==> src/hw/rtl/hsv_pkg.sv <==
package hsv_pkg;

  localparam int HueW = 15;
  localparam int ChanW = 16;
  localparam int RemW = 12;

  localparam logic [HueW-1:0] HueFull = 15'd23040;
  localparam logic [HueW-1:0] SectorSpan = 15'd3840;

  // ceil(2^24 / 15): floor(x / 15) for x below 2^20 is (x * FracRecip) >> 24
  localparam logic [20:0] FracRecip = 21'd1118482;

  localparam logic [ChanW-1:0] Q16One = 16'hFFFF;

  typedef logic [ChanW-1:0] chan_t;

  typedef enum logic [2:0] {
    SEC_RED_YEL = 3'd0,
    SEC_YEL_GRN = 3'd1,
    SEC_GRN_CYN = 3'd2,
    SEC_CYN_BLU = 3'd3,
    SEC_BLU_MAG = 3'd4,
    SEC_MAG_RED = 3'd5,
    SEC_FULL    = 3'd6
  } sector_t;

endpackage

==> src/hw/rtl/hsv_if.sv <==
interface hsv_in_if;
  logic                           valid;
  logic                           ready;
  logic [hsv_pkg::HueW-1:0]       hue;
  hsv_pkg::chan_t                 saturation;
  hsv_pkg::chan_t                 brightness;

  modport source (output valid, output hue, output saturation, output brightness,
                  input ready);
  modport sink (input valid, input hue, input saturation, input brightness,
                output ready);
endinterface

interface hsv_out_if;
  logic           valid;
  logic           ready;
  hsv_pkg::chan_t red;
  hsv_pkg::chan_t green;
  hsv_pkg::chan_t blue;

  modport source (output valid, output red, output green, output blue, input ready);
  modport sink (input valid, input red, input green, input blue, output ready);
endinterface

==> src/hw/rtl/hsv_to_rgb.sv <==
// HSV to RGB color converter.
// in_c carries one color per beat: hue in 1/64 degree (0..23040, larger values
// clamp to a full turn), saturation and brightness as unsigned Q0.16.
// out_c carries red, green and blue as unsigned Q0.16, one beat per input beat,
// in order. Both channels use valid/ready; a beat moves when both are high.
// Throughput: one color per cycle unless the receiver stalls, set by a
// five-stage pipeline in which no stage holds more than two parallel
// multiplies, none wider than 20x21 bits. Its stages, in order: sector split,
// fraction and p, s*f terms, q and t, channel routing into the output
// register.
// Zero saturation bypasses the math: all three outputs equal brightness.
// Reset (rst_n low, synchronous) clears every stage valid; no beat in flight
// survives it.
// When the receiver drops ready while a result is held, the whole pipeline
// freezes and in_c.ready drops with it; nothing is lost or repeated. While the
// output register is empty or being drained, a new beat is accepted each cycle.
module hsv_to_rgb (
  input  logic          clk,
  input  logic          rst_n,
  hsv_in_if.sink        in_c,
  hsv_out_if.source     out_c
);

  logic adv;

  // stage 1: clamp, sector, remainder
  logic                      vld1_r;
  hsv_pkg::sector_t          sec1_r, sec1_nxt;
  logic [hsv_pkg::RemW-1:0]  rem1_r, rem1_nxt;
  hsv_pkg::chan_t            sat1_r, val1_r;
  logic [hsv_pkg::HueW-1:0]  hue_c;
  logic [hsv_pkg::HueW-1:0]  rem_w;

  // stage 2: fraction and p
  logic                      vld2_r;
  hsv_pkg::sector_t          sec2_r;
  hsv_pkg::chan_t            sat2_r, val2_r, f2_r, p2_r;
  logic [40:0]               fprod;
  logic [31:0]               pprod;

  // stage 3: s*f and s*(1-f)
  logic                      vld3_r;
  hsv_pkg::sector_t          sec3_r;
  hsv_pkg::chan_t            sat3_r, val3_r, p3_r, sf3_r, sfi3_r;
  logic [31:0]               sfprod;
  logic [16:0]               finv;
  logic [32:0]               sfiprod;

  // stage 4: q and t
  logic                      vld4_r;
  hsv_pkg::sector_t          sec4_r;
  hsv_pkg::chan_t            sat4_r, val4_r, p4_r, q4_r, t4_r;
  logic [31:0]               qprod, tprod;

  // stage 5: output register
  logic                      out_vld_r;
  hsv_pkg::chan_t            red_r, grn_r, blu_r;
  hsv_pkg::chan_t            red_nxt, grn_nxt, blu_nxt;

  assign adv = !out_vld_r || out_c.ready;
  assign in_c.ready = adv;

  // ---- stage 1 ----
  always_comb begin
    hue_c = (in_c.hue > hsv_pkg::HueFull) ? hsv_pkg::HueFull : in_c.hue;
    if (hue_c >= 15'(6 * hsv_pkg::SectorSpan)) begin
      sec1_nxt = hsv_pkg::SEC_FULL;
      rem_w    = hue_c - 15'(6 * hsv_pkg::SectorSpan);
    end else if (hue_c >= 15'(5 * hsv_pkg::SectorSpan)) begin
      sec1_nxt = hsv_pkg::SEC_MAG_RED;
      rem_w    = hue_c - 15'(5 * hsv_pkg::SectorSpan);
    end else if (hue_c >= 15'(4 * hsv_pkg::SectorSpan)) begin
      sec1_nxt = hsv_pkg::SEC_BLU_MAG;
      rem_w    = hue_c - 15'(4 * hsv_pkg::SectorSpan);
    end else if (hue_c >= 15'(3 * hsv_pkg::SectorSpan)) begin
      sec1_nxt = hsv_pkg::SEC_CYN_BLU;
      rem_w    = hue_c - 15'(3 * hsv_pkg::SectorSpan);
    end else if (hue_c >= 15'(2 * hsv_pkg::SectorSpan)) begin
      sec1_nxt = hsv_pkg::SEC_GRN_CYN;
      rem_w    = hue_c - 15'(2 * hsv_pkg::SectorSpan);
    end else if (hue_c >= hsv_pkg::SectorSpan) begin
      sec1_nxt = hsv_pkg::SEC_YEL_GRN;
      rem_w    = hue_c - hsv_pkg::SectorSpan;
    end else begin
      sec1_nxt = hsv_pkg::SEC_RED_YEL;
      rem_w    = hue_c;
    end
    rem1_nxt = rem_w[hsv_pkg::RemW-1:0];
  end

  // ---- stage 2: f = floor(rem * 256 / 15) ----
  assign fprod = 41'({rem1_r, 8'd0}) * 41'(hsv_pkg::FracRecip);
  assign pprod = 32'(val1_r) * 32'(hsv_pkg::Q16One - sat1_r);

  // ---- stage 3 ----
  assign sfprod  = 32'(sat2_r) * 32'(f2_r);
  assign finv    = 17'h10000 - 17'(f2_r);
  assign sfiprod = 33'(sat2_r) * 33'(finv);

  // ---- stage 4 ----
  assign qprod = 32'(val3_r) * 32'(hsv_pkg::Q16One - sf3_r);
  assign tprod = 32'(val3_r) * 32'(hsv_pkg::Q16One - sfi3_r);

  // ---- stage 5: route by sector ----
  always_comb begin
    red_nxt = val4_r;
    grn_nxt = val4_r;
    blu_nxt = val4_r;
    if (sat4_r != '0) begin
      case (sec4_r) inside
        hsv_pkg::SEC_RED_YEL: begin
          red_nxt = val4_r; grn_nxt = t4_r;   blu_nxt = p4_r;
        end
        hsv_pkg::SEC_YEL_GRN: begin
          red_nxt = q4_r;   grn_nxt = val4_r; blu_nxt = p4_r;
        end
        hsv_pkg::SEC_GRN_CYN: begin
          red_nxt = p4_r;   grn_nxt = val4_r; blu_nxt = t4_r;
        end
        hsv_pkg::SEC_CYN_BLU: begin
          red_nxt = p4_r;   grn_nxt = q4_r;   blu_nxt = val4_r;
        end
        hsv_pkg::SEC_BLU_MAG: begin
          red_nxt = t4_r;   grn_nxt = p4_r;   blu_nxt = val4_r;
        end
        hsv_pkg::SEC_MAG_RED, hsv_pkg::SEC_FULL: begin
          red_nxt = val4_r; grn_nxt = p4_r;   blu_nxt = q4_r;
        end
        default: begin
          red_nxt = val4_r; grn_nxt = p4_r;   blu_nxt = q4_r;
        end
      endcase
    end
  end

  // valid bits
  always_ff @(posedge clk) begin
    if (!rst_n) begin
      vld1_r    <= 1'b0;
      vld2_r    <= 1'b0;
      vld3_r    <= 1'b0;
      vld4_r    <= 1'b0;
      out_vld_r <= 1'b0;
    end else if (adv) begin
      vld1_r    <= in_c.valid;
      vld2_r    <= vld1_r;
      vld3_r    <= vld2_r;
      vld4_r    <= vld3_r;
      out_vld_r <= vld4_r;
    end
  end

  // payload: advance together, hold on stall
  always_ff @(posedge clk) begin
    if (adv) begin
      sec1_r <= sec1_nxt;
      rem1_r <= rem1_nxt;
      sat1_r <= in_c.saturation;
      val1_r <= in_c.brightness;

      sec2_r <= sec1_r;
      sat2_r <= sat1_r;
      val2_r <= val1_r;
      f2_r   <= fprod[39:24];
      p2_r   <= pprod[31:16];

      sec3_r <= sec2_r;
      sat3_r <= sat2_r;
      val3_r <= val2_r;
      p3_r   <= p2_r;
      sf3_r  <= sfprod[31:16];
      sfi3_r <= sfiprod[31:16];

      sec4_r <= sec3_r;
      sat4_r <= sat3_r;
      val4_r <= val3_r;
      p4_r   <= p3_r;
      q4_r   <= qprod[31:16];
      t4_r   <= tprod[31:16];

      red_r  <= red_nxt;
      grn_r  <= grn_nxt;
      blu_r  <= blu_nxt;
    end
  end

  assign out_c.valid = out_vld_r;
  assign out_c.red   = red_r;
  assign out_c.green = grn_r;
  assign out_c.blue  = blu_r;

endmodule

==> src/flat_wrapper.sv <==
// flat-port wrapper written by rule: the top's interface ports become plain ports
module hsv_to_rgb_flat 
  (clk, rst_n, in_c_valid, in_c_hue, in_c_saturation, in_c_brightness, in_c_ready, out_c_valid, out_c_red, out_c_green, out_c_blue, out_c_ready);
  hsv_in_if in_c_i ();
  hsv_out_if out_c_i ();
  input  logic clk;
  input  logic rst_n;
  input wire logic [$bits(in_c_i.valid)-1:0] in_c_valid;
  input wire logic [$bits(in_c_i.hue)-1:0] in_c_hue;
  input wire logic [$bits(in_c_i.saturation)-1:0] in_c_saturation;
  input wire logic [$bits(in_c_i.brightness)-1:0] in_c_brightness;
  output wire logic [$bits(in_c_i.ready)-1:0] in_c_ready;
  output wire logic [$bits(out_c_i.valid)-1:0] out_c_valid;
  output wire logic [$bits(out_c_i.red)-1:0] out_c_red;
  output wire logic [$bits(out_c_i.green)-1:0] out_c_green;
  output wire logic [$bits(out_c_i.blue)-1:0] out_c_blue;
  input wire logic [$bits(out_c_i.ready)-1:0] out_c_ready;
  assign in_c_i.valid = in_c_valid;
  assign in_c_i.hue = in_c_hue;
  assign in_c_i.saturation = in_c_saturation;
  assign in_c_i.brightness = in_c_brightness;
  assign in_c_ready = in_c_i.ready;
  assign out_c_valid = out_c_i.valid;
  assign out_c_red = out_c_i.red;
  assign out_c_green = out_c_i.green;
  assign out_c_blue = out_c_i.blue;
  assign out_c_i.ready = out_c_ready;
  hsv_to_rgb u_core (.clk(clk), .rst_n(rst_n), .in_c(in_c_i), .out_c(out_c_i));
endmodule
==> config.mk <==
export PLATFORM = sky130hd
export DESIGN_NAME = hsv_to_rgb_flat
export DESIGN_NICKNAME = d
export VERILOG_FILES = /design/src/hw/rtl/hsv_pkg.sv /design/src/hw/rtl/hsv_if.sv /design/src/hw/rtl/hsv_to_rgb.sv /design/src/flat_wrapper.sv
export SDC_FILE = /design/constraint.sdc
export NUM_CORES = 2
export LEC_CHECK = 0
export BUFFER_PORTS_ARGS = -buffer_cell sky130_fd_sc_hd__buf_2
export CAP_MARGIN = 40
export CORE_UTILIZATION = 26
export DETAILED_ROUTE_END_ITERATION = 7
export GPL_TIMING_DRIVEN = 0
export HOLD_SLACK_MARGIN = 0.08
export PLACE_DENSITY = 0.41
export SETUP_SLACK_MARGIN = 0.2
export SYNTH_ARGS = -nofsm -noshare
export SYNTH_HDL_FRONTEND = slang
export SYNTH_SLANG_ARGS = --single-unit
==> constraint.sdc <==
create_clock -name clk -period 13.65 [get_ports clk]
set_clock_uncertainty 0.2 [all_clocks]
set_input_delay 0.6825 -clock clk [delete_from_list [all_inputs] [get_ports clk]]
set_output_delay 0.6825 -clock clk [all_outputs]
set_load 0.02 [all_outputs]
==> tab_implementation.tex <==
\begin{tabular}{lr}
\hline
Metric & Value \\
\hline
\multicolumn{2}{l}{\textbf{Synthesis}} \\
\quad Leading area contributor after synthesis & sky130\_fd\_sc\_hd\_\_fa\_1 \\
\quad Multiplexer area fraction after synthesis & 0.766\% \\
\quad Xor/xnor cell area share of the yosys netlist & 1.82\% \\
\quad Proportion of synthesized chip area in sequential cells & 17.8\% \\
\quad Average instance area after synthesis & 9.89 um\^{}2 \\
\quad Count of cell types in the netlist & 72 \\
\quad Top post-synthesis cells by area & sky130\_fd\_sc\_hd\_\_fa\_1 36\%, sky130\_fd\_sc\_hd\_\_edfxtp\_1 18\%, sky130\_fd\_sc\_hd\_\_ha\_1 13\% \\
\quad Adder and majority gate portion of the synthesized area & 48.2\% \\
\quad Most frequent cells after synthesis & 1267 x sky130\_fd\_sc\_hd\_\_inv\_1, 992 x sky130\_fd\_sc\_hd\_\_fa\_1, 563 x sky130\_fd\_sc\_hd\_\_ha\_1 \\
\quad Async S/R FF share, synth & 0\% \\
\quad Top-count cell post-synth & sky130\_fd\_sc\_hd\_\_inv\_1 \\
\quad Main combinational cell family by area after synthesis & adder cells \\
\quad Post-synth EDFFs & 328 \\
\quad Post-Synthesis Cells & 5644 \\
\quad YS warnings & 0 \\
\quad Post-Synthesis Net Count & 7250 \\
\quad Post-synthesis sequential element count & 333 \\
\quad Fraction of post-synthesis cell area in the top cell type by area & 35.6\% \\
\quad Area fraction in compound gates after synthesis & 5.21\% \\
\quad Simple-gate area share of the yosys netlist & 16.0\% \\
\quad Most used flip-flop cell after synthesis & sky130\_fd\_sc\_hd\_\_edfxtp\_1 \\
\quad Cell area after technology mapping & 55800 um\^{}2 \\
\multicolumn{2}{l}{\textbf{Routing}} \\
\quad Total length of routed wires & 178 mm \\
\quad Post-detailed-route via-to-cell ratio & 4.38 \\
\quad Drt drc & 0 \\
\quad First DRT Iteration DRCs & 2080 \\
\quad Number of antenna-violating nets in the routed design & 0 \\
\quad Detailed-route wire length per cell & 20.4 um \\
\quad First-pass detailed-route iteration total & 6 \\
\quad Total vias in the final route & 38200 \\
\multicolumn{2}{l}{\textbf{Status}} \\
\quad Run status & completed \\
\multicolumn{2}{l}{\textbf{Setup path}} \\
\quad Worst-path fanout max & 10 \\
\quad End point of the critical path & u\_core.sfi3\_r[15]\$\_DFFE\_PP\_ \\
\quad Worst setup path start & u\_core.f2\_r[2]\$\_DFFE\_PP\_ \\
\quad Data arrival time of the critical path & 10350 ps \\
\quad Reg-to-reg critical path startpoint & u\_core.f2\_r[2]\$\_DFFE\_PP\_ \\
\quad Critical path required time & 13830 ps \\
\quad Slowest stage delay, CP & 740 ps \\
\quad Setup slack on the worst flop-to-flop path & 3480 ps \\
\quad Crit path top cell by count & sky130\_fd\_sc\_hd\_\_fa\_1 \\
\quad Type of origin of the critical path & flop \\
\quad Number of cells on the worst reg-to-reg path & 29 \\
\quad R2R Path End & u\_core.sfi3\_r[15]\$\_DFFE\_PP\_ \\
\quad Kind of critical path & reg2reg \\
\quad Standard cell with the maximum stage delay on the critical path & sky130\_fd\_sc\_hd\_\_clkbuf\_1 \\
\quad Kind of end point of the critical path & flop \\
\multicolumn{2}{l}{\textbf{STA}} \\
\quad Number of slew-limit violations in the final report & 0 \\
\quad Achievable frequency & 98.3 MHz \\
\quad Unrepaired setup endpoints after global routing & false \\
\quad Final count of negative-setup-slack endpoints & 0 \\
\quad Share of the cycle needed by the critical path after routing & 74.5\% \\
\quad Transition time at the pin with the least slew margin & 934 ps \\
\quad Hold Violations, Final & 0 \\
\quad Tightest slew margin relative to the limit & 37.2\% \\
\quad Clock period minus worst slack & 10170 ps \\
\multicolumn{2}{l}{\textbf{Worst hold path}} \\
\quad Worst min-delay path category & in2reg \\
\multicolumn{2}{l}{\textbf{Global routing}} \\
\quad Top Usage Layer GRT & met2 \\
\quad GRT Total Usage & 16.8\% \\
\quad Wire length of the first global-routing pass & 271 mm \\
\quad Met3 global-route usage & 1.89\% \\
\quad Initial antenna violation count & 14 \\
\quad Global routing usage on met2 & 28.3\% \\
\quad Met1 layer usage reported by global route & 22.6\% \\
\quad Largest net degree at the start of global routing & 64 \\
\quad Grt total ovfl & 0 \\
\quad Via count of the first global-routing pass & 42000 \\
\multicolumn{2}{l}{\textbf{Place}} \\
\quad Routability Congestion & 0.858 \\
\quad Dpl cells & 8608 \\
\quad Half-perimeter wire length after detailed placement & 146 mm \\
\quad Quantity of I/O buffers inserted on ports & 100 \\
\multicolumn{2}{l}{\textbf{Layout}} \\
\quad Finished Layout Cells & 8722 \\
\quad Total area of multi-input combinational cells & 40200 um\^{}2 \\
\quad Final net count & 7470 \\
\quad Syn-to-layout area delta & 11.2\% \\
\quad Sequential cell area & 9950 um\^{}2 \\
\quad \# fillers & 22700 \\
\quad Fraction of final layout cells with drive strength greater than 1 & 4.02\% \\
\multicolumn{2}{l}{\textbf{Die}} \\
\quad Die footprint & 217000 um\^{}2 \\
\quad Area of the core & 213000 um\^{}2 \\
\quad Starting density of the core & 26.2\% \\
\quad Die Span X & 465 um \\
\quad Floorplan die height & 465 um \\
\quad IO Count & 101 \\
\quad Site Rows & 169 \\
\multicolumn{2}{l}{\textbf{Clock network}} \\
\quad Clock tree from TritonCTS & yes \\
\quad Number of buffers on the longest clock path & 3 \\
\quad Total setup buffers inserted after CTS & 0 \\
\quad H-tree levels & 2 \\
\quad Later-pin clock latency in the skew report & 630 ps \\
\quad Clk Tree Root Cell & sky130\_fd\_sc\_hd\_\_clkbuf\_16 \\
\quad Clock slew at the register clock pins of the worst setup and hold paths & 70 ps \\
\quad Total CTS buffers & 40 \\
\quad Sinks on the clock net & 333 \\
\multicolumn{2}{l}{\textbf{Job}} \\
\quad Count of max-cap constraint violations & 0 \\
\hline
\end{tabular}
## cells in the final DEF (no fill, tap or decap), types with 27 or more instances in the layout
| cell | netlist | final |
|---|---|---|
| sky130_fd_sc_hd__clkbuf_1 | 237 | 241 |
| sky130_fd_sc_hd__nand2b_1 | 517 | 517 |
| sky130_fd_sc_hd__edfxtp_1 | 328 | 328 |
| sky130_fd_sc_hd__o21ai_0 | 103 | 103 |
| sky130_fd_sc_hd__a21o_1 | 29 | 29 |
| sky130_fd_sc_hd__a21oi_1 | 118 | 118 |
| sky130_fd_sc_hd__nor2_1 | 126 | 126 |
| sky130_fd_sc_hd__buf_2 | 0 | 101 |
| sky130_fd_sc_hd__a31oi_1 | 27 | 27 |
| sky130_fd_sc_hd__ha_1 | 563 | 563 |
| sky130_fd_sc_hd__a211oi_1 | 29 | 29 |
| sky130_fd_sc_hd__xnor2_1 | 85 | 85 |
| sky130_fd_sc_hd__nor2b_1 | 268 | 268 |
| sky130_fd_sc_hd__xor2_1 | 31 | 31 |
| sky130_fd_sc_hd__and2_1 | 221 | 221 |
| sky130_fd_sc_hd__nand2_1 | 394 | 394 |
| sky130_fd_sc_hd__mux2i_1 | 36 | 36 |
| sky130_fd_sc_hd__clkbuf_16 | 0 | 40 |
| sky130_fd_sc_hd__dlygate4sd3_1 | 0 | 35 |
| sky130_fd_sc_hd__fa_1 | 992 | 992 |
| sky130_fd_sc_hd__inv_1 | 1267 | 1267 |
## how the worst min path moves through the flow
stage | startpoint | to | depth (start not counted)
finish | in_c_hue[5] | u_core.rem1_r[5]$_DFFE_PP_ | 2
global route | in_c_hue[5] | u_core.rem1_r[5]$_DFFE_PP_ | 2
CTS | in_c_hue[3] | u_core.rem1_r[3]$_DFFE_PP_ | 2
detailed placement | u_core.p2_r[3]$_DFFE_PP_ | u_core.p3_r[3]$_DFFE_PP_ | 0
global placement | u_core.val2_r[10]$_DFFE_PP_ | u_core.val3_r[10]$_DFFE_PP_ | 0
floorplan | u_core.p2_r[0]$_DFFE_PP_ | u_core.p3_r[0]$_DFFE_PP_ | 0
## routing by layer
layer / vias up / part of all wire [%]
li1: 17700 / -
met1: 19500 / 45
met2: 769 / 48
met3: 165 / 4.1
met4: 4 / 3.1
met5: - / 0.013
## stage by stage
step	cell area, um^2	utilization, %	hold slack [ps]	worst slack [ps]	TNS [ps]
global placement	59900	28.1	201	-3070	-667440
detailed placement	60300	28.4	205	3570	0
global route	62100	29.2	157	2970	0
floorplan	55800	-	200	2120	0
finish	62100	29.2	179	3480	0
CTS	62000	29.2	126	3540	0
## worst max-delay path, delay by kind of cell (launching register included)
kind	cells	cell delay (ps)
DFF	1	350
AOI/OAI and AO/OA	5	1720
and+or+nand+nor	9	2100
adders and majority gates	7	3410
xor gates and xnor gates	2	650
buffers and inverters	6	1510
## final cells by class
cell class	count	share of cell area (%)
diodes	7	0.0282
plain buffers	247	1.50
clock buffers	45	1.64
clock inverters	27	0.530
inverters	1268	7.67
multi-input cells	3796	64.8
flip-flops and latches	333	16.0
well taps	2821	5.69
repair buffers	178	2.15
## repair_timing
action,CTS,global route
hold buffers,35,0
endpoints found under the hold margin,36,0
gates resized for setup,0,0
## cell families (layout without fill, tap and decap cells)
| kind of cell | Yosys count | after routing |
|---|---|---|
| simple gates | 1637 | 1637 |
| compound gates | 446 | 446 |
| fa+ha+maj | 1555 | 1555 |
| flops | 333 | 333 |
| xor+xnor | 116 | 116 |
| other cells | 0 | 7 |
| mux | 42 | 42 |
| buf+inv | 1515 | 1765 |
Power is not shown: default switching activity piles up to over one toggle a cycle in this logic, so the estimate is an artifact.
